File: src/sv/arc_endpoint_clipper_unit_macros.svh
// assertion macros for the clipper
`ifndef ARC_ENDPOINT_CLIPPER_UNIT_MACROS_SVH
`define ARC_ENDPOINT_CLIPPER_UNIT_MACROS_SVH
`ifndef SYNTH
`define AEC_ASSERT_NOW(lbl, ante, cons) \
  lbl: assert property (@(posedge clk) disable iff (rst) (ante) |-> (cons)) \
    else $error("aec assertion failed");
`define AEC_ASSERT_NEXT(lbl, ante, cons) \
  lbl: assert property (@(posedge clk) disable iff (rst) (ante) |=> (cons)) \
    else $error("aec assertion failed");
`else
`define AEC_ASSERT_NOW(lbl, ante, cons)
`define AEC_ASSERT_NEXT(lbl, ante, cons)
`endif
`endif

File: src/sv/aec_pkg.sv
`timescale 1ns / 1ps
`default_nettype none
package aec_pkg;
  localparam int RADIUS_BITS = 12;
  localparam logic [RADIUS_BITS-1:0] RADIUS_RESET = 12'd16;
  localparam int SQ_BITS = 2 * RADIUS_BITS;
  localparam int ROOT_BITS = 12;
  localparam int RADICAND_BITS = 2 * ROOT_BITS;
  localparam int ADDR_BITS = 3;
  localparam logic REG_RADIUS = 1'b0;
  localparam logic MODE_CIRCLE = 1'b0;
  localparam logic MODE_BOX = 1'b1;

  typedef struct packed {
    logic mode;
    logic same;
    logic vx_nz;
    logic vy_nz;
    logic neg_vx;
    logic neg_vy;
    logic neg_ox;
    logic neg_oy;
  } aec_flags_t;

  localparam int FLAG_BITS = $bits(aec_flags_t);
endpackage
`default_nettype wire

File: src/sv/aec_sqrt.sv
`timescale 1ns / 1ps
`default_nettype none
`include "arc_endpoint_clipper_unit_macros.svh"
module aec_sqrt
  import aec_pkg::*;
#(
  parameter int C = 16,
  localparam int NW = 2 * C + SQ_BITS,
  localparam int SW = FLAG_BITS + 8 * C
) (
  input  logic                 clk,
  input  logic                 rst,
  input  logic                 in_valid,
  output logic                 in_ready,
  input  logic [NW-1:0]        quot0,
  input  logic [NW-1:0]        quot1,
  input  logic [SW-1:0]        in_side,
  output logic                 out_valid,
  input  logic                 out_ready,
  output logic [ROOT_BITS-1:0] root0,
  output logic [ROOT_BITS-1:0] root1,
  output logic [NW-1:0]        out_quot0,
  output logic [NW-1:0]        out_quot1,
  output logic [SW-1:0]        out_side
);
  // one root bit per stage
  logic                 vld [1:ROOT_BITS];
  logic                 rdy [ROOT_BITS];
  logic [ROOT_BITS-1:0] q0 [1:ROOT_BITS];
  logic [ROOT_BITS-1:0] q1 [1:ROOT_BITS];
  logic [NW-1:0]        x0 [1:ROOT_BITS];
  logic [NW-1:0]        x1 [1:ROOT_BITS];
  logic [SW-1:0]        sd [1:ROOT_BITS];

  assign rdy[ROOT_BITS-1] = ~vld[ROOT_BITS] | out_ready;
  assign in_ready         = rdy[0];

  for (genvar k = 0; k < ROOT_BITS; k++) begin : g_stage
    logic                     iv;
    logic [ROOT_BITS-1:0]     iq0, iq1, t0, t1;
    logic [NW-1:0]            ix0, ix1;
    logic [SW-1:0]            isd;
    logic [RADICAND_BITS-1:0] sq0, sq1;

    if (k == 0) begin : g_first
      assign iv  = in_valid;
      assign iq0 = '0;
      assign iq1 = '0;
      assign ix0 = quot0;
      assign ix1 = quot1;
      assign isd = in_side;
    end else begin : g_next
      assign iv  = vld[k];
      assign iq0 = q0[k];
      assign iq1 = q1[k];
      assign ix0 = x0[k];
      assign ix1 = x1[k];
      assign isd = sd[k];
    end

    if (k < ROOT_BITS - 1) begin : g_rdy
      assign rdy[k] = ~vld[k+1] | rdy[k+1];
    end

    assign t0  = iq0 | (ROOT_BITS'(1) << (ROOT_BITS - 1 - k));
    assign t1  = iq1 | (ROOT_BITS'(1) << (ROOT_BITS - 1 - k));
    assign sq0 = t0 * t0;
    assign sq1 = t1 * t1;

    always_ff @(posedge clk) begin
      if (rst) begin
        vld[k+1] <= 1'b0;
      end else if (rdy[k]) begin
        vld[k+1] <= iv;
      end
    end

    always_ff @(posedge clk) begin
      if (rdy[k]) begin
        q0[k+1] <= (sq0 <= ix0[RADICAND_BITS-1:0]) ? t0 : iq0;
        q1[k+1] <= (sq1 <= ix1[RADICAND_BITS-1:0]) ? t1 : iq1;
        x0[k+1] <= ix0;
        x1[k+1] <= ix1;
        sd[k+1] <= isd;
      end
    end
  end

  assign out_valid = vld[ROOT_BITS];
  assign root0     = q0[ROOT_BITS];
  assign root1     = q1[ROOT_BITS];
  assign out_quot0 = x0[ROOT_BITS];
  assign out_quot1 = x1[ROOT_BITS];
  assign out_side  = sd[ROOT_BITS];

  `AEC_ASSERT_NOW(a_root_fits, vld[ROOT_BITS], (RADICAND_BITS'(root0) * RADICAND_BITS'(root0)) <= x0[ROOT_BITS][RADICAND_BITS-1:0])
endmodule
`default_nettype wire

File: config.mk
export PLATFORM = sky130hd
export DESIGN_NAME = aec_sqrt
export DESIGN_NICKNAME = d
export VERILOG_FILES = /design/src/sv/aec_pkg.sv /design/src/sv/aec_sqrt.sv
export VERILOG_INCLUDE_DIRS = /design/src /design/src/sv
export SDC_FILE = /design/constraint.sdc
export NUM_CORES = 2
export LEC_CHECK = 0
export ABC_AREA = 1
export BUFFER_PORTS_ARGS = -buffer_cell sky130_fd_sc_hd__buf_2
export CAP_MARGIN = 20
export CORE_MARGIN = 4
export CORE_UTILIZATION = 56
export DETAILED_ROUTE_END_ITERATION = 6
export PLACE_DENSITY = 0.78
export SYNTH_ARGS = -nofsm -noshare
export SYNTH_HDL_FRONTEND = slang
export SYNTH_SLANG_ARGS = --single-unit
export TNS_END_PERCENT = 10
File: constraint.sdc
create_clock -name clk -period 31.1 [get_ports clk]
set_clock_uncertainty 0.2 [all_clocks]
set_input_delay 7.775 -clock clk [delete_from_list [all_inputs] [get_ports clk]]
set_output_delay 7.775 -clock clk [all_outputs]
set_load 0.05 [all_outputs]
---- Word-level counts from Yosys, hierarchy flattened ----
Memory sizes are Yosys's and may differ from the RTL's.
Cells that the tools add are included.
word-level totals
  bits in registers ....................... 0
  input port bits ......................... 252
  logic and storage cells ................. 174
  memories ................................ 6
  memory bits (writable) .................. 3276
  output and inout bits ................... 274
memory list
  name  words  width  read ports  clocked after memory_dff  write ports  line            RTL
  sd    12     136    12          0                         12           aec_sqrt.sv:33  logic [SW-1:0] sd [1:ROOT_BITS];
  x0    12     56     12          0                         12           aec_sqrt.sv:31  logic [NW-1:0] x0 [1:ROOT_BITS];
  x1    12     56     12          0                         12           aec_sqrt.sv:32  logic [NW-1:0] x1 [1:ROOT_BITS];
  q0    12     12     12          0                         12           aec_sqrt.sv:29  logic [ROOT_BITS-1:0] q0 [1:ROOT_BITS];
  q1    12     12     12          0                         12           aec_sqrt.sv:30  logic [ROOT_BITS-1:0] q1 [1:ROOT_BITS];
  vld   12     1      12          0                         12           aec_sqrt.sv:27  logic vld [1:ROOT_BITS];
cells by class
  multipliers ............................. 22
  multiplexer cells ....................... 86
  order comparisons ....................... 24
  bitwise gates (word level) .............. 36
operators with widths
  operator              number
  $le 24x24->1          22
  $mul 12x12->24        22
  $mux 1                64
  $le 23x24->1 const A  2
  $mux 12               2
  $or 1x1->1            24
  $mux 11               2
  $mux 10               2
  $mux 9                2
  $mux 8                2
  $mux 7                2
  $mux 6                2
  $not 1->1             12
  $mux 5                2
  $mux 4                2
  $mux 3                2
  $mux 2                2

---- Logic depth before layout (Yosys ltp) ----
An unclocked memory read counts as a cell.
  depth after elaboration ................. 18
  gate-level depth with buffers ........... 32
  gate-level depth less buffers ........... 31

---- Worst setup path before layout ----
OpenSTA, ideal clock, no wires.
  path type ............................... input -> output
  start point ............................. in out_ready
  end point ............................... out in_ready
  path buffers ............................ 0
  path slack .............................. -0.255 ns
  data arrival time ....................... 23.380 ns
  stages .................................. 8
  cells stage by stage .................... inv_1 > nand4_4 > nor2_4 > nand4_4 > nor2_4 > nand4_2 > nor2_2 > inv_1
RTL lines
  what         line            RTL
  from (decl)  aec_sqrt.sv:19  input logic out_ready,
  to (decl)    aec_sqrt.sv:14  output logic in_ready,

==> reports/qor.yml <==
status: "finished clean"
timing.final.max_slew_violations: 0
mostFrequentLayoutCells: "sky130_fd_sc_hd__edfxtp_1 (3144), sky130_fd_sc_hd__inv_1 (1678), sky130_fd_sc_hd__nand2_1 (1017)"
synth_top_family_by_area: "adder cells"
ys_types: 48
post-cts-setup-buffer-count: 0
area_growth_from_synthesis_to_layout_pct: 12.2
numPortBuffers: 525
floorplan.io_pins: 526
yosysWarnings: 0
drc_errors: 0
synthMuxAreaShare: 0.000824
cts.reportedPaths.clkPinSlew_ns: 0.07
cts-resized-gates: 0
die-width_um: 502
cts-buffers-inserted: 312
synth_top_cell_by_area: "sky130_fd_sc_hd__edfxtp_1"
ctsHoldBuffers: 0
mappedNetlistArea_um2: 137000
die_area_um2: 252000
hold_viol_final: 0
dpl.hpwl_um: 184000
drt.antenna.violating_nets: 0
clock-root-buffer: "sky130_fd_sc_hd__clkbuf_16"
rsz0062_at_grt: "false"
overall_fraction_of_global_route_tracks_in_use: 0.238
synth_fp_nets: 10641
timing.max_cap.violations: 0
fill_count: 16518
largest_net_degree_at_the_start_of_global_routing: 136
netlist_top_cells_area: "sky130_fd_sc_hd__edfxtp_1 (69%), sky130_fd_sc_hd__ha_1 (8.9%), sky130_fd_sc_hd__fa_1 (8.2%)"
cts_max_level: 5
vias_per_cell: 5.42
timing.critical_path.from_type: "primary input"
design.core.area_um2: 243000
number_of_global_route_vias_before_repair: 74818
cp_slowest_stage_delay_ns: 0.47
synth_ff_type: "sky130_fd_sc_hd__edfxtp_1"
synthSimpleGateAreaFrac: 0.0488
syn-mean-instance-area_um2: 15.4
post_synth_xor_xnor_area: 0.0176
worst_path_max_delay_cell: "sky130_fd_sc_hd__nand4_4"
proportion_of_synthesized_flip_flops_having_asynchronous_set_or_reset: 0
finish.net_count: 11419
gp_congestion: 0.908
synth_compound_gate_area_share: 0.0215
cp_cell_sequence: "buf_2 -> inv_1 -> nand4_4 -> nor2_4 -> nand4_4 -> buf_4 -> nor2_4 -> nand4_4 -> nor2_2 -> inv_8 -> buf_2"
period_needed_ns: 18.93
antenna_violations_before_repair: 57
routed_wire_per_std_cell_um: 22.9
globalRoute.totalOverflow: 0
timing.critical_path.required_ns: 23.13
synthAdderAreaFrac: 0.172
critical_path.n_buffers_inverters: 5
initial_cell_density_of_the_core: 0.563
criticalPathCategory: "primary input to output port"
layout-drive-gt1-share: 0.108
path_max_fanout: 73
worstSkewPairLatency_ns: 1.04
cts_tree: "yes"
holdCritPathClass: "register to register"
synthDominantCellAreaShare: 0.691
synth_seq_area_share: 0.691
clock.fmax_ghz: 0.0528
setup_viol: 0
aggregate_routed_wire_length_um: 299000
layout.core_utilization: 0.631
ratio_of_final_minimum_period_to_clock_period: 0.609
slew_headroom: 0.197
critical_path.endpoint_type: "output port"
critPathMostFrequentCell: "sky130_fd_sc_hd__nand4_4"
synth_edf_count: 3144
grt_first_pass_wirelength_um: 451000
drt_first_pass_iters: 6
initialDrtViolationCount: 6340
critical_path.top_delay_family: "simple AND/OR/NAND/NOR gates"
num_vias: 70833
most_common_cell_after_layout_fill_and_taps_aside: "sky130_fd_sc_hd__edfxtp_1"
postSynthCellCount: 8852
number_of_register_bits_inferred_by_synthesis: 3144
cts.sinks: 3144
die_height_um: 502
crit_arrival_ns: 10.95
timing_worst_slew_pin_value_ns: 1.20
clockBufferDepth: 4
placementRows: 181
totalNegativeSetupSlack_ns: 0
[cell families after synthesis]
kind of cell,Yosys count
flip-flops,3144
AND/OR/NAND/NOR,1567
buffers and inverters,1789
multiplexers,10
XOR/XNOR,274
adder cells (fa/ha/maj),1537
AO/OA/AOI/OAI,531
[stage by stage]
step	cell area, um2	hold slack (ns)	cells	setup WS, ns
detailed placement	143000	0.205	12516	12.22
CTS	153000	0.150	13054	12.17
finish	153000	0.151	13076	12.17
global placement	143000	0.200	12516	12.31
floorplan	137000	0.200	8852	2.08
global route	153000	0.157	13059	11.91
[synthesized netlist by cell type, drive strengths merged, types with 4 or more instances]
| library cell | number |
|---|---|
| o2111ai | 4 |
| a31oi | 5 |
| edfxtp | 3144 |
| a21o | 18 |
| clkbuf | 102 |
| nor2 | 201 |
| nand3 | 131 |
| ha | 976 |
| a211oi | 13 |
| o31ai | 10 |
| or2 | 25 |
| a21oi | 284 |
| o21ai | 141 |
| nor3 | 48 |
| xnor2 | 114 |
| inv | 1685 |
| nor4 | 58 |
| fa | 561 |
| nand4 | 49 |
| a21boi | 8 |
| nor4b | 8 |
| nand3b | 20 |
| o21bai | 13 |
| nand2 | 1021 |
| mux2 | 10 |
| xor2 | 160 |
| o211ai | 19 |
| o21a | 8 |
[flip-flops by register name, summed over array words and instances (netlist names)]
register  count
q0           78
q1           78
sd         1632
vld          12
x0          672
x1          672
[final timing paths]
check / to / slack (ns) / cells past startpoint / start
worst max-delay path: in_ready / 12.17 / 11 / out_ready
worst min-delay path: x1[2][33] / 0.15 / 0 / x1[1][201]
worst max register to register: q0[0][144] / 23.91 / 25 / q0[0][141]
worst min register to register: x1[2][33] / 0.15 / 0 / x1[1][201]
[layout make-up]
type                       instances  area, um2  share of cell area
tap                             3202       4010              0.0261
clock inverter                   184       1840              0.0120
inverter                        1686       6370              0.0415
timing repair buffer             567       3020              0.0197
multi-input combinational       3919      35600               0.232
sequential                      3144      94400               0.616
clock buffer                     354       8030              0.0524
antenna                           20       50.0            0.000326
[per-layer routing]
metal  vias up  share of wire  global-route usage
li1      31902              -                   -
met2      2982           0.51               0.417
met1     35304           0.37               0.300
met3       623          0.073              0.0405
met4        22          0.039              0.0839
met5         -        0.00044                   0
Power is left out: the tool's default activity adds up to more than one toggle a clock period on the data nets, which glitch-free logic cannot reach.
