[config.mk]
export PLATFORM = sky130hd
export DESIGN_NAME = aec_finish_flat
export DESIGN_NICKNAME = d
export VERILOG_FILES = /design/src/sv/arc_endpoint_clipper_unit_macros.svh /design/src/sv/aec_pkg.sv /design/src/sv/aec_pt_if.sv /design/src/sv/aec_finish.sv /design/src/flat_wrapper.sv
export SDC_FILE = /design/constraint.sdc
export NUM_CORES = 1
export LEC_CHECK = 0
export BUFFER_PORTS_ARGS = -buffer_cell sky130_fd_sc_hd__buf_4
export CORE_ASPECT_RATIO = 0.6
export CORE_MARGIN = 4
export CORE_UTILIZATION = 50
export CTS_CLUSTER_SIZE = 14
export DETAILED_ROUTE_END_ITERATION = 8
export HOLD_SLACK_MARGIN = 0.1
export PLACE_DENSITY = 0.78
export SLEW_MARGIN = 5
export SYNTH_ARGS = -nofsm -noshare
export SYNTH_HDL_FRONTEND = slang
export SYNTH_SLANG_ARGS = --single-unit
[constraint.sdc]
create_clock -name clk -period 6.1 [get_ports clk]
set_clock_uncertainty 0.05 [all_clocks]
set_input_delay 0.61 -clock clk [delete_from_list [all_inputs] [get_ports clk]]
set_output_delay 0.61 -clock clk [all_outputs]
set_load 0.01 [all_outputs]
[src/sv/arc_endpoint_clipper_unit_macros.svh]
// assertion macros for the clipper
`ifndef ARC_ENDPOINT_CLIPPER_UNIT_MACROS_SVH
`define ARC_ENDPOINT_CLIPPER_UNIT_MACROS_SVH
`ifndef SYNTH
`define AEC_ASSERT_NOW(lbl, ante, cons) \
  lbl: assert property (@(posedge clk) disable iff (rst) (ante) |-> (cons)) \
    else $error("aec assertion failed");
`define AEC_ASSERT_NEXT(lbl, ante, cons) \
  lbl: assert property (@(posedge clk) disable iff (rst) (ante) |=> (cons)) \
    else $error("aec assertion failed");
`else
`define AEC_ASSERT_NOW(lbl, ante, cons)
`define AEC_ASSERT_NEXT(lbl, ante, cons)
`endif
`endif

[src/sv/aec_pkg.sv]
`timescale 1ns / 1ps
`default_nettype none
package aec_pkg;
  localparam int RADIUS_BITS = 12;
  localparam logic [RADIUS_BITS-1:0] RADIUS_RESET = 12'd16;
  localparam int SQ_BITS = 2 * RADIUS_BITS;
  localparam int ROOT_BITS = 12;
  localparam int RADICAND_BITS = 2 * ROOT_BITS;
  localparam int ADDR_BITS = 3;
  localparam logic REG_RADIUS = 1'b0;
  localparam logic MODE_CIRCLE = 1'b0;
  localparam logic MODE_BOX = 1'b1;

  typedef struct packed {
    logic mode;
    logic same;
    logic vx_nz;
    logic vy_nz;
    logic neg_vx;
    logic neg_vy;
    logic neg_ox;
    logic neg_oy;
  } aec_flags_t;

  localparam int FLAG_BITS = $bits(aec_flags_t);
endpackage
`default_nettype wire

[src/sv/aec_pt_if.sv]
`timescale 1ns / 1ps
`default_nettype none
interface aec_pt_if #(parameter int C = 16);
  logic valid;
  logic ready;
  logic signed [C-1:0] out_x;
  logic signed [C-1:0] out_y;
  modport source(output valid, out_x, out_y, input ready);
  modport sink(input valid, out_x, out_y, output ready);
endinterface
`default_nettype wire

[src/sv/aec_finish.sv]
`timescale 1ns / 1ps
`default_nettype none
module aec_finish
  import aec_pkg::*;
#(
  parameter int C = 16,
  localparam int NW = 2 * C + SQ_BITS,
  localparam int SW = FLAG_BITS + 8 * C,
  localparam int OW = C + ROOT_BITS,
  localparam int FW = 2 * C + 2
) (
  input  logic                 clk,
  input  logic                 rst,
  input  logic                 in_valid,
  output logic                 in_ready,
  input  logic [ROOT_BITS-1:0] root0,
  input  logic [ROOT_BITS-1:0] root1,
  input  logic [NW-1:0]        quot0,
  input  logic [NW-1:0]        quot1,
  input  logic [SW-1:0]        side,
  aec_pt_if.source             pt
);
  aec_flags_t          fl;
  logic signed [C-1:0] sx, sy, ex, ey, left, right, tx, ty;
  logic [OW-1:0]       ox_c, oy_c, cxs, cys;
  logic signed [FW-1:0] mx, my, fx, fy;
  logic                outside;

  logic       f1_vld, rdy1, rdy2;
  aec_flags_t f1_fl;
  logic [C-1:0] f1_cx, f1_cy, f1_bx, f1_by, f1_ex, f1_ey, f1_tx, f1_ty;
  logic       f1_out;
  logic [C-1:0] ox_next, oy_next, out_x, out_y;
  logic       valid;

  assign fl    = side[SW-1 -: FLAG_BITS];
  assign sx    = side[8*C-1 -: C];
  assign sy    = side[7*C-1 -: C];
  assign ex    = side[6*C-1 -: C];
  assign ey    = side[5*C-1 -: C];
  assign left  = side[4*C-1 -: C];
  assign right = side[3*C-1 -: C];
  assign tx    = side[2*C-1 -: C];
  assign ty    = side[C-1:0];

  // circle offsets
  assign ox_c = fl.neg_vx ? -OW'(root0) : OW'(root0);
  assign oy_c = fl.neg_vy ? -OW'(root1) : OW'(root1);
  assign cxs  = OW'(ex) + ox_c;
  assign cys  = OW'(ey) + oy_c;

  // box edge crossings at full precision
  assign mx      = FW'(quot0[2*C-1:0]);
  assign my      = FW'(quot1[2*C-1:0]);
  assign fx      = FW'(sx) + (fl.neg_ox ? -mx : mx);
  assign fy      = FW'(sy) + (fl.neg_oy ? -my : my);
  assign outside = (fx < FW'(left)) || (fx > FW'(right));

  assign rdy2     = ~valid | pt.ready;
  assign rdy1     = ~f1_vld | rdy2;
  assign in_ready = rdy1;

  always_ff @(posedge clk) begin
    if (rst) begin
      f1_vld <= 1'b0;
      valid  <= 1'b0;
    end else begin
      if (rdy1) f1_vld <= in_valid;
      if (rdy2) valid  <= f1_vld;
    end
  end

  always_ff @(posedge clk) begin
    if (rdy1) begin
      f1_fl  <= fl;
      f1_cx  <= cxs[C-1:0];
      f1_cy  <= cys[C-1:0];
      f1_bx  <= fx[C-1:0];
      f1_by  <= fy[C-1:0];
      f1_out <= outside;
      f1_ex  <= ex;
      f1_ey  <= ey;
      f1_tx  <= tx;
      f1_ty  <= ty;
    end
  end

  always_comb begin
    ox_next = f1_ex;
    oy_next = f1_ey;
    if (!f1_fl.same) begin
      if (f1_fl.mode == MODE_CIRCLE) begin
        ox_next = f1_cx;
        oy_next = f1_cy;
      end else begin
        if (f1_fl.vy_nz) begin
          ox_next = f1_bx;
          oy_next = f1_ty;
        end
        if ((!f1_fl.vy_nz || f1_out) && f1_fl.vx_nz) begin
          ox_next = f1_tx;
          oy_next = f1_by;
        end
      end
    end
  end

  always_ff @(posedge clk) begin
    if (rdy2) begin
      out_x <= ox_next;
      out_y <= oy_next;
    end
  end

  assign pt.valid = valid;
  assign pt.out_x = out_x;
  assign pt.out_y = out_y;
endmodule
`default_nettype wire

[src/flat_wrapper.sv]
// flat-port wrapper written by rule: the top's interface ports become plain ports
module aec_finish_flat import aec_pkg::*;
#(
  parameter int C = 16,
  localparam int NW = 2 * C + SQ_BITS,
  localparam int SW = FLAG_BITS + 8 * C,
  localparam int OW = C + ROOT_BITS,
  localparam int FW = 2 * C + 2
)
  (clk, rst, in_valid, in_ready, root0, root1, quot0, quot1, side, pt_valid, pt_out_x, pt_out_y, pt_ready);
  aec_pt_if #(.C(C)) pt_i ();
  input  logic clk;
  input  logic rst;
  input  logic in_valid;
  output logic in_ready;
  input  logic [ROOT_BITS-1:0] root0;
  input  logic [ROOT_BITS-1:0] root1;
  input  logic [NW-1:0] quot0;
  input  logic [NW-1:0] quot1;
  input  logic [SW-1:0] side;
  output wire logic [$bits(pt_i.valid)-1:0] pt_valid;
  output wire logic [$bits(pt_i.out_x)-1:0] pt_out_x;
  output wire logic [$bits(pt_i.out_y)-1:0] pt_out_y;
  input wire logic [$bits(pt_i.ready)-1:0] pt_ready;
  assign pt_valid = pt_i.valid;
  assign pt_out_x = pt_i.out_x;
  assign pt_out_y = pt_i.out_y;
  assign pt_i.ready = pt_ready;
  aec_finish #(.C(C)) u_core (.clk(clk), .rst(rst), .in_valid(in_valid), .in_ready(in_ready), .root0(root0), .root1(root1), .quot0(quot0), .quot1(quot1), .side(side), .pt(pt_i));
endmodule
Word-level counts from Yosys, hierarchy flattened
Cells that the tools add are included.
{"block": "word_totals", "regBits": 167, "latchBits": 0, "ramBits": 0, "rom_bits": 0, "in_bits": 276, "output_inout_bits": 34, "elab_cells": 47, "memories": 0}
{"block": "classes", "n_addsub": 8, "n_mul": 0, "div_mod_pow": 0, "order_cmp": 2, "eq_ne": 0, "shifts": 0, "mux": 12, "n_bitwise": 4, "reduce_logical": 4}
{"cell": "16-bit two-way mux", "count": 11}
{"cell": "16-bit adder", "count": 3}
{"cell": "16-bit by 34-bit adder with 34-bit output", "count": 1}
{"cell": "34-bit by 16-bit > comparator with 1-bit output", "count": 1}
{"cell": "34-bit by 16-bit < comparator with 1-bit output", "count": 1}
{"cell": "34-bit two-way mux", "count": 1}
{"cell": "32-bit negation with 34-bit output", "count": 1}
{"cell": "12-bit negation with 16-bit output", "count": 2}
{"cell": "16-bit negation", "count": 1}
{"cell": "1-bit logical OR", "count": 2}
{"cell": "1-bit inverter", "count": 2}
{"cell": "1-bit bitwise OR", "count": 2}
{"cell": "1-bit logical AND", "count": 1}
{"cell": "1-bit logical NOT", "count": 1}

Depth between registers and ports, before layout
Gate-level depths: netlist of the first run.
{"block": "depth", "ltp_word": 6, "mapped_depth": 26, "ltp_nobuf": 25}

Least setup slack after synthesis of the first run
Ideal clock, no wire load.
{"block": "synth_timing", "path_kind": "input-to-reg", "startpoint": "in quot0[9]", "endpoint": "reg u_core.f1_out, data pin", "setup_time_ps": 272, "arrival_time_ps": 5875, "required_time_ps": 5778, "setup_slack_ps": -97, "stages": 21, "path_buffers": 1, "path_cell_list": "or4_4 -> or4_4 -> or4_4 -> or3_1 -> o31ai_1 -> xnor2_1 -> ha_1 -> clkbuf_1 -> a21o_1 -> a21o_1 -> a221o_1 -> a31o_2 -> nand3b_1 -> or3b_2 -> ha_1 -> nand4_1 -> nor2_1 -> or3_1 -> a211oi_1 -> mux2i_1 -> o221ai_1"}
{"block": "synth_between", "elab_chain_len": 5, "word_cells_on_any_way": 6, "cone_classes": "add/sub: 2; order compare: 2; mux: 1; reduce/logical: 1"}
{"element": "from (decl)", "line": "flat_wrapper.sv:18", "source": "input logic [NW-1:0] quot0;"}
{"element": "32-bit negation with 34-bit output", "line": "aec_finish.sv:55", "source": "assign fx = FW'(sx) + (fl.neg_ox ? -mx : mx);"}
{"element": "34-bit two-way mux (*)", "line": "aec_finish.sv:55"}
{"element": "16-bit by 34-bit adder with 34-bit output (*)", "line": "aec_finish.sv:55"}
{"element": "34-bit by 16-bit < comparator with 1-bit output or 34-bit by 16-bit > comparator with 1-bit output (tied branches)", "line": "aec_finish.sv:57", "source": "assign outside = (fx < FW'(left)) || (fx > FW'(right));"}
{"element": "1-bit logical OR (*)", "line": "aec_finish.sv:57"}
{"element": "via u_core.outside", "line": "aec_finish.sv:27", "source": "logic outside;"}
{"element": "to (signal assigned)", "line": "aec_finish.sv:80", "source": "f1_out <= outside;"}
{"element": "to (decl)", "line": "aec_finish.sv:32", "source": "logic f1_out;"}
The timed path passes the listed nets; every way through them passes the cells marked *.
A chain may end at the register's enable or synchronous reset.

Final worst setup path of the first run
{"block": "layout_timing", "startpoint": "in quot0[4]", "endpoint": "reg u_core.f1_out, data pin"}
Same word-level chain as after synthesis.

==> results.md, run 1 <==
- Sum Neg Setup Slack: 0 ps
- Peak supply drop: 0.142 mV
- Die W: 215 µm
- Core area: 25300 µm²
- Status: finished, final reports clean
- Remaining Overflow, GRT: 0
- Final Power: 0.00440 W
- Worst slack, placed: -629 ps
- Reg2reg start: u_core.pt.valid$_SDFFE_PP0P_
- Via count: 11367
- Fin crit period: about 6000 ps
- Largest net degree at the start of global routing: 65
- Placed cells: 1938
- Setup-failing EPs final: 0
- Initial antenna violation count: 0
- Levels on crit path: 24
- Share of post-route cells with drive strength above 1: approximately 28%
- DP Wirelength: 29.3 mm
- First-pass GRT wire length: 57.4 mm
- Crit path DAT: a little over 6000 ps
- Initial Util: 50.8%
- Crit Path Max Fanout: 4
- Height of the die: about 130 µm
- CP Launch Type: input port
- GRT Overall Usage: between 20% and 30%
- Area of the die: 28500 µm²
- Synthesized flop and latch total: 167
- Nets: 2068
- Clock-pin slew on the worst setup and hold paths: 70 ps
- Final Hold Fails: 0
- Setup crit end: u_core.f1_out$_DFFE_PP_
- Synth unique cells: 62
- Top cells by area, synth: edfxtp_1, ha_1, xnor2_1
- # Max-Cap Violations: 0
- CTS HTree Levels: 4
- Worst hold start: rst
- Syn Area/Cell: 10.1 µm²
- Worst R2R Path Depth: 3
- Crit path max-delay family: simple AND/OR/NAND/NOR gates
- Critical Path Start: quot0[4]
- Critical-path cell list: buf_4, or3_1, or3_4, or3_4, or4_4, or4_4, nand2_1, xnor2_1, ha_1, buf_4, and3_1, a221o_1, a31o_2, buf_4, xor2_2, ha_1, a21oi_1, o21ai_1, a21oi_1, nor2_1, or3_1, a211oi_2, mux2i_1, o221ai_1
- Syn Std Cell Area: 12900 µm²
- CP max stage cell: or4_4
- Post-synth top area cell: edfxtp_1
- Drt wl/cell: between 15 and 20 µm
- WS Path Type: in -> reg
- Reg2Reg Setup Slack: between 4000 and 5000 ps
- Cells after Synth: approximately 1300
- P&R area growth vs syn: 30.1%
- Via density per instance: 5.74
- Clk sinks: between 150 and 200
- Grt met2 use: 39.0%
- Hold WC Path Type: in -> reg
- Core Rows: 45
- CP peak stage delay: 500 ps
- WP buf/inv: 3
- Worst-Margin Slew: 806 ps
- Routed Antenna Nets: 0
- Post-synth ARST share: 0%
- Yosys warning total: 0
- Fin crit share: 98.7%
- TritonCTS clock tree: done
- Pre-antenna DRT Iters: 7
- Max Slew Vio Count: 0
- Clk_lat worst skew: 440 ps
- Crit Reg-Reg Endpoint: u_core.f1_tx[9]$_DFFE_PP_
- Register area share after synthesis: 38.8%
- Most common cell after layout, fill and taps aside: buf_4
- Top-level I/O count: 310
- Yosys top cell area share: 38.5%
- CP Capture Type: register
- Clock root buffer: clkbuf_16
- Final Wtd Congestion: 0.913
- Clock Tree Buf Depth: 2
- Ant. Diodes: 0
- Post-Route WL: approximately 38 mm
- Syn Nets: 1705
- M1 GR Usage: 38.8%
- CP required: between 6000 and 7000 ps
- CP dominant cell by count: buf_4
- Worst Slack Setup Final: ~80 ps
- Vias in the first global route: 10558
- Most frequent cells in the layout: buf_4, edfxtp_1, ha_1, xnor2_1, a21oi_1
- Leak: 7.60 nW
- DRC: 0
- Final cell count without fillers: 1979
- Met3 GRT Util: 4.33%
- Top achievable clock speed: 166 MHz
- Main flop type after synthesis: edfxtp_1
- RSZ-0062 raised after global routing: true
- Number of port buffers: 245
- Pwr/cell area: around 260 nW/µm²
- CTS buffer count: 17
- Post-layout util: around 66%
- DRT iter0 DRCs: 992
- Most crowded layer after global routing: met2
- Worst slew margin: 46.2%
- Post-synth EDFFs: 165
==> metrics by stage <==
step	hold slack [ps]	area (µm²)
after global placement	461	16000
after detailed placement	477	16000
after global routing	266	16800
after CTS	271	16600
after floorplan	413	12900
final	290	16800
==> where the power goes <==
| group | internal, W | total, W | switching (W) |
|---|---|---|---|
| logic | 0.000849 | 0.00175 | 0.000905 |
| registers | 0.00151 | 0.00160 | 0.0000898 |
| clock network | 0.000547 | 0.00105 | 0.000504 |
| total | 0.00291 | 0.00440 | 0.00150 |
==> how the worst min path moves through the flow <==
stage                                         to  slack (ps)  cells after the start
detailed placement  u_core.pt.valid$_SDFFE_PP0P_         480                      2
CTS                 u_core.pt.valid$_SDFFE_PP0P_         270                      2
global placement    u_core.pt.valid$_SDFFE_PP0P_         460                      2
finish              u_core.pt.valid$_SDFFE_PP0P_         290                      2
global route           u_core.f1_ty[1]$_DFFE_PP_         270                      1
floorplan           u_core.pt.valid$_SDFFE_PP0P_         410                      2
==> synthesized netlist by cell type, types with 3 or more instances <==
cell type / n
inv_1: 56
a21boi_0: 3
o31ai_1: 19
a21oi_1: 96
o21a_1: 15
xnor2_1: 110
nand3b_1: 4
o21ai_0: 89
fa_1: 4
and2_1: 4
edfxtp_1: 165
or3_1: 15
a31oi_1: 16
clkbuf_1: 27
nand2b_1: 14
buf_1: 5
o21bai_1: 7
a211oi_1: 15
nor2b_1: 11
ha_1: 151
a31o_2: 3
a21o_1: 50
nand4_1: 15
nor2_1: 88
or4_4: 3
o41ai_1: 6
nor3_1: 27
o31a_1: 3
or4_1: 12
xor2_1: 23
or2_2: 6
nand2_1: 83
mux2i_1: 66
nand3_1: 15
and3_1: 11
==> registers in the layout (all words and copies together), names as in the netlist <==
| register | flops |
|---|---|
| u_core.f1_out | 1 |
| u_core.pt.out_x | 16 |
| u_core.f1_tx | 16 |
| u_core.pt.out_y | 16 |
| u_core.f1_ex | 16 |
| u_core.f1_cx | 16 |
| u_core.f1_ty | 16 |
| u_core.f1_cy | 16 |
| u_core.f1_bx | 16 |
| u_core.f1_by | 16 |
| u_core.f1_vld | 1 |
| u_core.f1_ey | 16 |
| u_core.f1_fl | 4 |
| u_core.pt.valid | 1 |
==> kinds of logic after synthesis <==
logic type | synth area share (%)
compound gates | 17.2
xor+xnor | 9.04
fa+ha+maj | 15.3
buf+inv | 2.56
flops | 38.8
mux | 5.13
simple gates | 12.0
==> layer usage <==
metal	routed length (µm)	share of wire, %	vias up
met5	0	0	-
met3	2700	7.1	27
met1	18000	48	5417
met2	16800	44	415
li1	-	-	5508
met4	280	0.74	0
==> final cells by class <==
class,count,area (µm²)
fillers,1969,8580
multi-input cells,1019,7740
flip-flops and latches,167,4990
repair buffers,376,2820
clock buffers,18,429
well taps,329,412
inverters,56,210
clock inverters,14,153
==> what timing repair did <==
item,in CTS,in global routing
resized for setup,8,26
pin swaps,1,15
buffers inserted,1,8
hold buffers,0,0
endpoints found under the setup margin,1,1
gates cloned,0,0
Note: power is estimated with default switching activity, not from simulation.
==> run 2, diff against run 1 <==
- BUFFER_PORTS_ARGS: -buffer_cell sky130_fd_sc_hd__buf_4 -> -buffer_cell sky130_fd_sc_hd__buf_2
==> run 2 against run 1 <==
Net effect: cell count up 0.20%; routed wire length down 1.7%; clock power about the same; critical path depth unchanged; power down 1.7%; combinational power down 4%; first-iteration DRC count down 1.5%; critical path type unchanged; largest power group unchanged; highest routed layer is now met5.
==> results.md, run 2 (synthesized netlist as in run 1, its figures left out) <==
- Seq. cell area: 4990 µm² (unchanged)
- Switching share of total power: 34.3% (was 34.0%)
- Top achievable clock speed: 165 MHz (was 166 MHz)
- RSZ-0062 raised after global routing: true (unchanged)
- Routed Antenna Nets: 0 (unchanged)
- CP Capture Type: register (unchanged)
- Vias in the first global route: 10716 (was 10558)
- Final Hold Fails: 0 (unchanged)
- Final Power: 0.00433 W (was 0.00440 W)
- Sum Neg Setup Slack: 0 ps (unchanged)
- Pint: 0.00284 W (was 0.00291 W)
- Height of the die: 132 µm (unchanged)
- DP Wirelength: 29.3 mm (about the same)
- Hold WC Path Type: in -> reg (unchanged)
- Initial Util: 50.8% (unchanged)
- Clock power frac: 24.4% (was 23.9%)
- Crit path max-delay family: simple AND/OR/NAND/NOR gates (unchanged)
- Remaining Overflow, GRT: 0 (unchanged)
- Largest net degree at the start of global routing: 65 (unchanged)
- P&R area growth vs syn: 25.6% (was 30.1%)
- Fin crit period: 6050 ps (was 6020 ps)
- CP max stage cell: or4_4 (unchanged)
- Critical-path cell list: buf_2, or3_1, or3_4, or3_4, or4_4, or4_4, nand2_1, xnor2_1, ha_1, buf_4, and3_1, a221o_1, a31o_2, buf_4, xor2_2, ha_1, a21oi_1, o21ai_1, a21oi_1, nor2_1, or3_1, a211oi_2, mux2i_1, o221ai_1 (was buf_4, or3_1, or3_4, or3_4, or4_4, or4_4, nand2_1, xnor2_1, ha_1, buf_4, and3_1, a221o_1, a31o_2, buf_4, xor2_2, ha_1, a21oi_1, o21ai_1, a21oi_1, nor2_1, or3_1, a211oi_2, mux2i_1, o221ai_1)
- Sequential share of power: 36.7% (was 36.3%)
- Most frequent cells in the layout: buf_2, edfxtp_1, ha_1, buf_4, xnor2_1 (was buf_4, edfxtp_1, ha_1, xnor2_1, a21oi_1)
- Clk_lat worst skew: 430 ps (was 440 ps)
- Share of post-route cells with drive strength above 1: 27.6% (was 27.5%)
- Reg2Reg Setup Slack: 3020 ps (was 4020 ps)
- Critical Path Start: quot0[4] (unchanged)
- Post-Route WL: 37.2 mm (was 37.8 mm)
- Peak supply drop: 0.190 mV (was 0.142 mV)
- Crit Reg-Reg Endpoint: u_core.pt.out_y[5]$_DFFE_PP_ (was u_core.f1_tx[9]$_DFFE_PP_)
- Comb power frac: 38.9% (was 39.8%)
- DRT iter0 DRCs: 977 (was 992)
- Pre-antenna DRT Iters: 5 (was 7)
- Worst hold endpoint: u_core.f1_ty[11]$_DFFE_PP_ (was u_core.pt.valid$_SDFFE_PP0P_)
- CP peak stage delay: 500 ps (about the same)
- Worst hold start: side[11] (was rst)
- # Max-Cap Violations: 0 (unchanged)
- Clock-pin slew on the worst setup and hold paths: 80 ps (was 70 ps)
- Fin crit share: 99.2% (was 98.7%)
- Core area: 25300 µm² (unchanged)
- CTS HTree Levels: 4 (unchanged)
- Via count: 11414 (was 11367)
- Die W: 215 µm (unchanged)
- GRT Overall Usage: 25.0% (was 25.4%)
- CP required: 6210 ps (was 6220 ps)
- TritonCTS clock tree: done (unchanged)
- Clk sinks: 167 (unchanged)
- Crit Path Max Fanout: 4 (unchanged)
- Clock root buffer: clkbuf_16 (unchanged)
- CP Launch Type: input port (unchanged)
- First-pass GRT wire length: 56.8 mm (was 57.4 mm)
- Crit path DAT: 6170 ps (was 6140 ps)
- Nets: 2070 (was 2068)
- Hold-critical path depth: 1 (was 2)
- CTS buffer count: 17 (unchanged)
- Number of port buffers: 245 (unchanged)
- Pwr/cell area: 268 nW/µm² (was 263 nW/µm²)
- Worst-Margin Slew: 749 ps (was 806 ps)
- Fillers: 2063 (was 1969)
- Worst R2R Path Depth: 8 (was 3)
- Max Slew Vio Count: 0 (unchanged)
- Via density per instance: 5.76 (was 5.74)
- WS Path Type: in -> reg (unchanged)
- Clock Tree Buf Depth: 2 (unchanged)
- Most common cell after layout, fill and taps aside: buf_2 (was buf_4)
- Initial antenna violation count: 4 (was 0)
- Area of the die: 28500 µm² (unchanged)
- Multi-input logic area: 7740 µm² (about the same)
- WP buf/inv: 3 (unchanged)
- Top-level I/O count: 310 (unchanged)
- DRC: 0 (unchanged)
- Setup-failing EPs final: 0 (unchanged)
- Final Wtd Congestion: 0.900 (was 0.913)
- Reg2reg start: u_core.f1_fl[4]$_DFFE_PP_ (was u_core.pt.valid$_SDFFE_PP0P_)
- Core Rows: 45 (unchanged)
- Worst slew margin: 50.0% (was 46.2%)
- Status: finished, final reports clean (unchanged)
- Drt wl/cell: 18.8 µm (was 19.1 µm)
- Sw power: 0.00149 W (was 0.00150 W)
- Leak: 7.40 nW (was 7.60 nW)
- # hold bufs at CTS: 0 (unchanged)
## run 2: cell count changes in the layout (fill, tap and decap cells not counted), sizes merged
cell / delta
clkinv: +2
buf: +2
clkbuf: -1
diode: +2
clkinvlp: -1
## run 2: layer usage
| layer | global-route usage, % | vias up | part of all wire (%) |
|---|---|---|---|
| li1 | - | 5527 | - |
| met1 | 37.6 | 5413 | 47 |
| met5 | 0 | - | 0.056 |
| met3 | 5.23 | 52 | 7.6 |
| met4 | 5.33 | 4 | 1.7 |
| met2 | 37.3 | 418 | 43 |
## run 2: worst max path at each step
| stage | endpoint | slack (ps) | cells past startpoint |
|---|---|---|---|
| 6_report | u_core.f1_out$_DFFE_PP_ | 50 | 24 |
| 5_1_grt | u_core.f1_out$_DFFE_PP_ | -130 | 25 |
| 4_1_cts | u_core.f1_out$_DFFE_PP_ | 2 | 24 |
| 3_5_place_dp | u_core.f1_out$_DFFE_PP_ | -600 | 23 |
| 3_3_place_gp | u_core.f1_out$_DFFE_PP_ | -420 | 24 |
| 2_1_floorplan | u_core.f1_out$_DFFE_PP_ | 1 | 21 |
## run 2: final cells by class
cell class	count	share of cell area, %
multi-input combinational	1019	47.9
timing repair buffer	378	13.8
clock buffer	17	2.63
clock inverter	15	0.990
inverter	56	1.30
tap	329	2.55
sequential	167	30.9
antenna	2	0.0309
## run 2: timing repair
action | in CTS | in global routing
setup endpoints to repair | 1 | 1
pin swaps | 3 | 12
buffers inserted | 0 | 1
resized for setup | 8 | 29
## run 2: metrics by stage
stage | std cells | utilization (%) | instance area, µm² | hold WS [ps] | setup WS, ps
floorplan | 1274 | - | 12900 | 413 | 1.43
global placement | 1948 | 60.8 | 15400 | 466 | -422
detailed placement | 1948 | 60.8 | 15400 | 491 | -598
CTS | 1980 | 63.3 | 16000 | 278 | 2.02
global route | 1983 | 63.8 | 16200 | 272 | -130
finish | 1983 | 63.8 | 16200 | 297 | 46.0
## run 2: worst reg2reg max path, stage by stage (launching register included)
cell,delay (ps)
edfxtp_1,340
buf_4,550
inv_1,180
o21ai_4,620
buf_4,550
nor2_1,170
a21oi_1,150
mux2i_1,80
o21ai_0,210
## run 2: power groups by stage
stage          combinational, W  clock (W)  sequential [W]
4_1_cts                 0.00164    0.00108         0.00159
3_3_place_gp            0.00156          0         0.00161
3_5_place_dp            0.00163          0         0.00161
5_1_grt                 0.00186    0.00113         0.00161
6_report                0.00168    0.00106         0.00159
2_1_floorplan          0.000977          0         0.00159
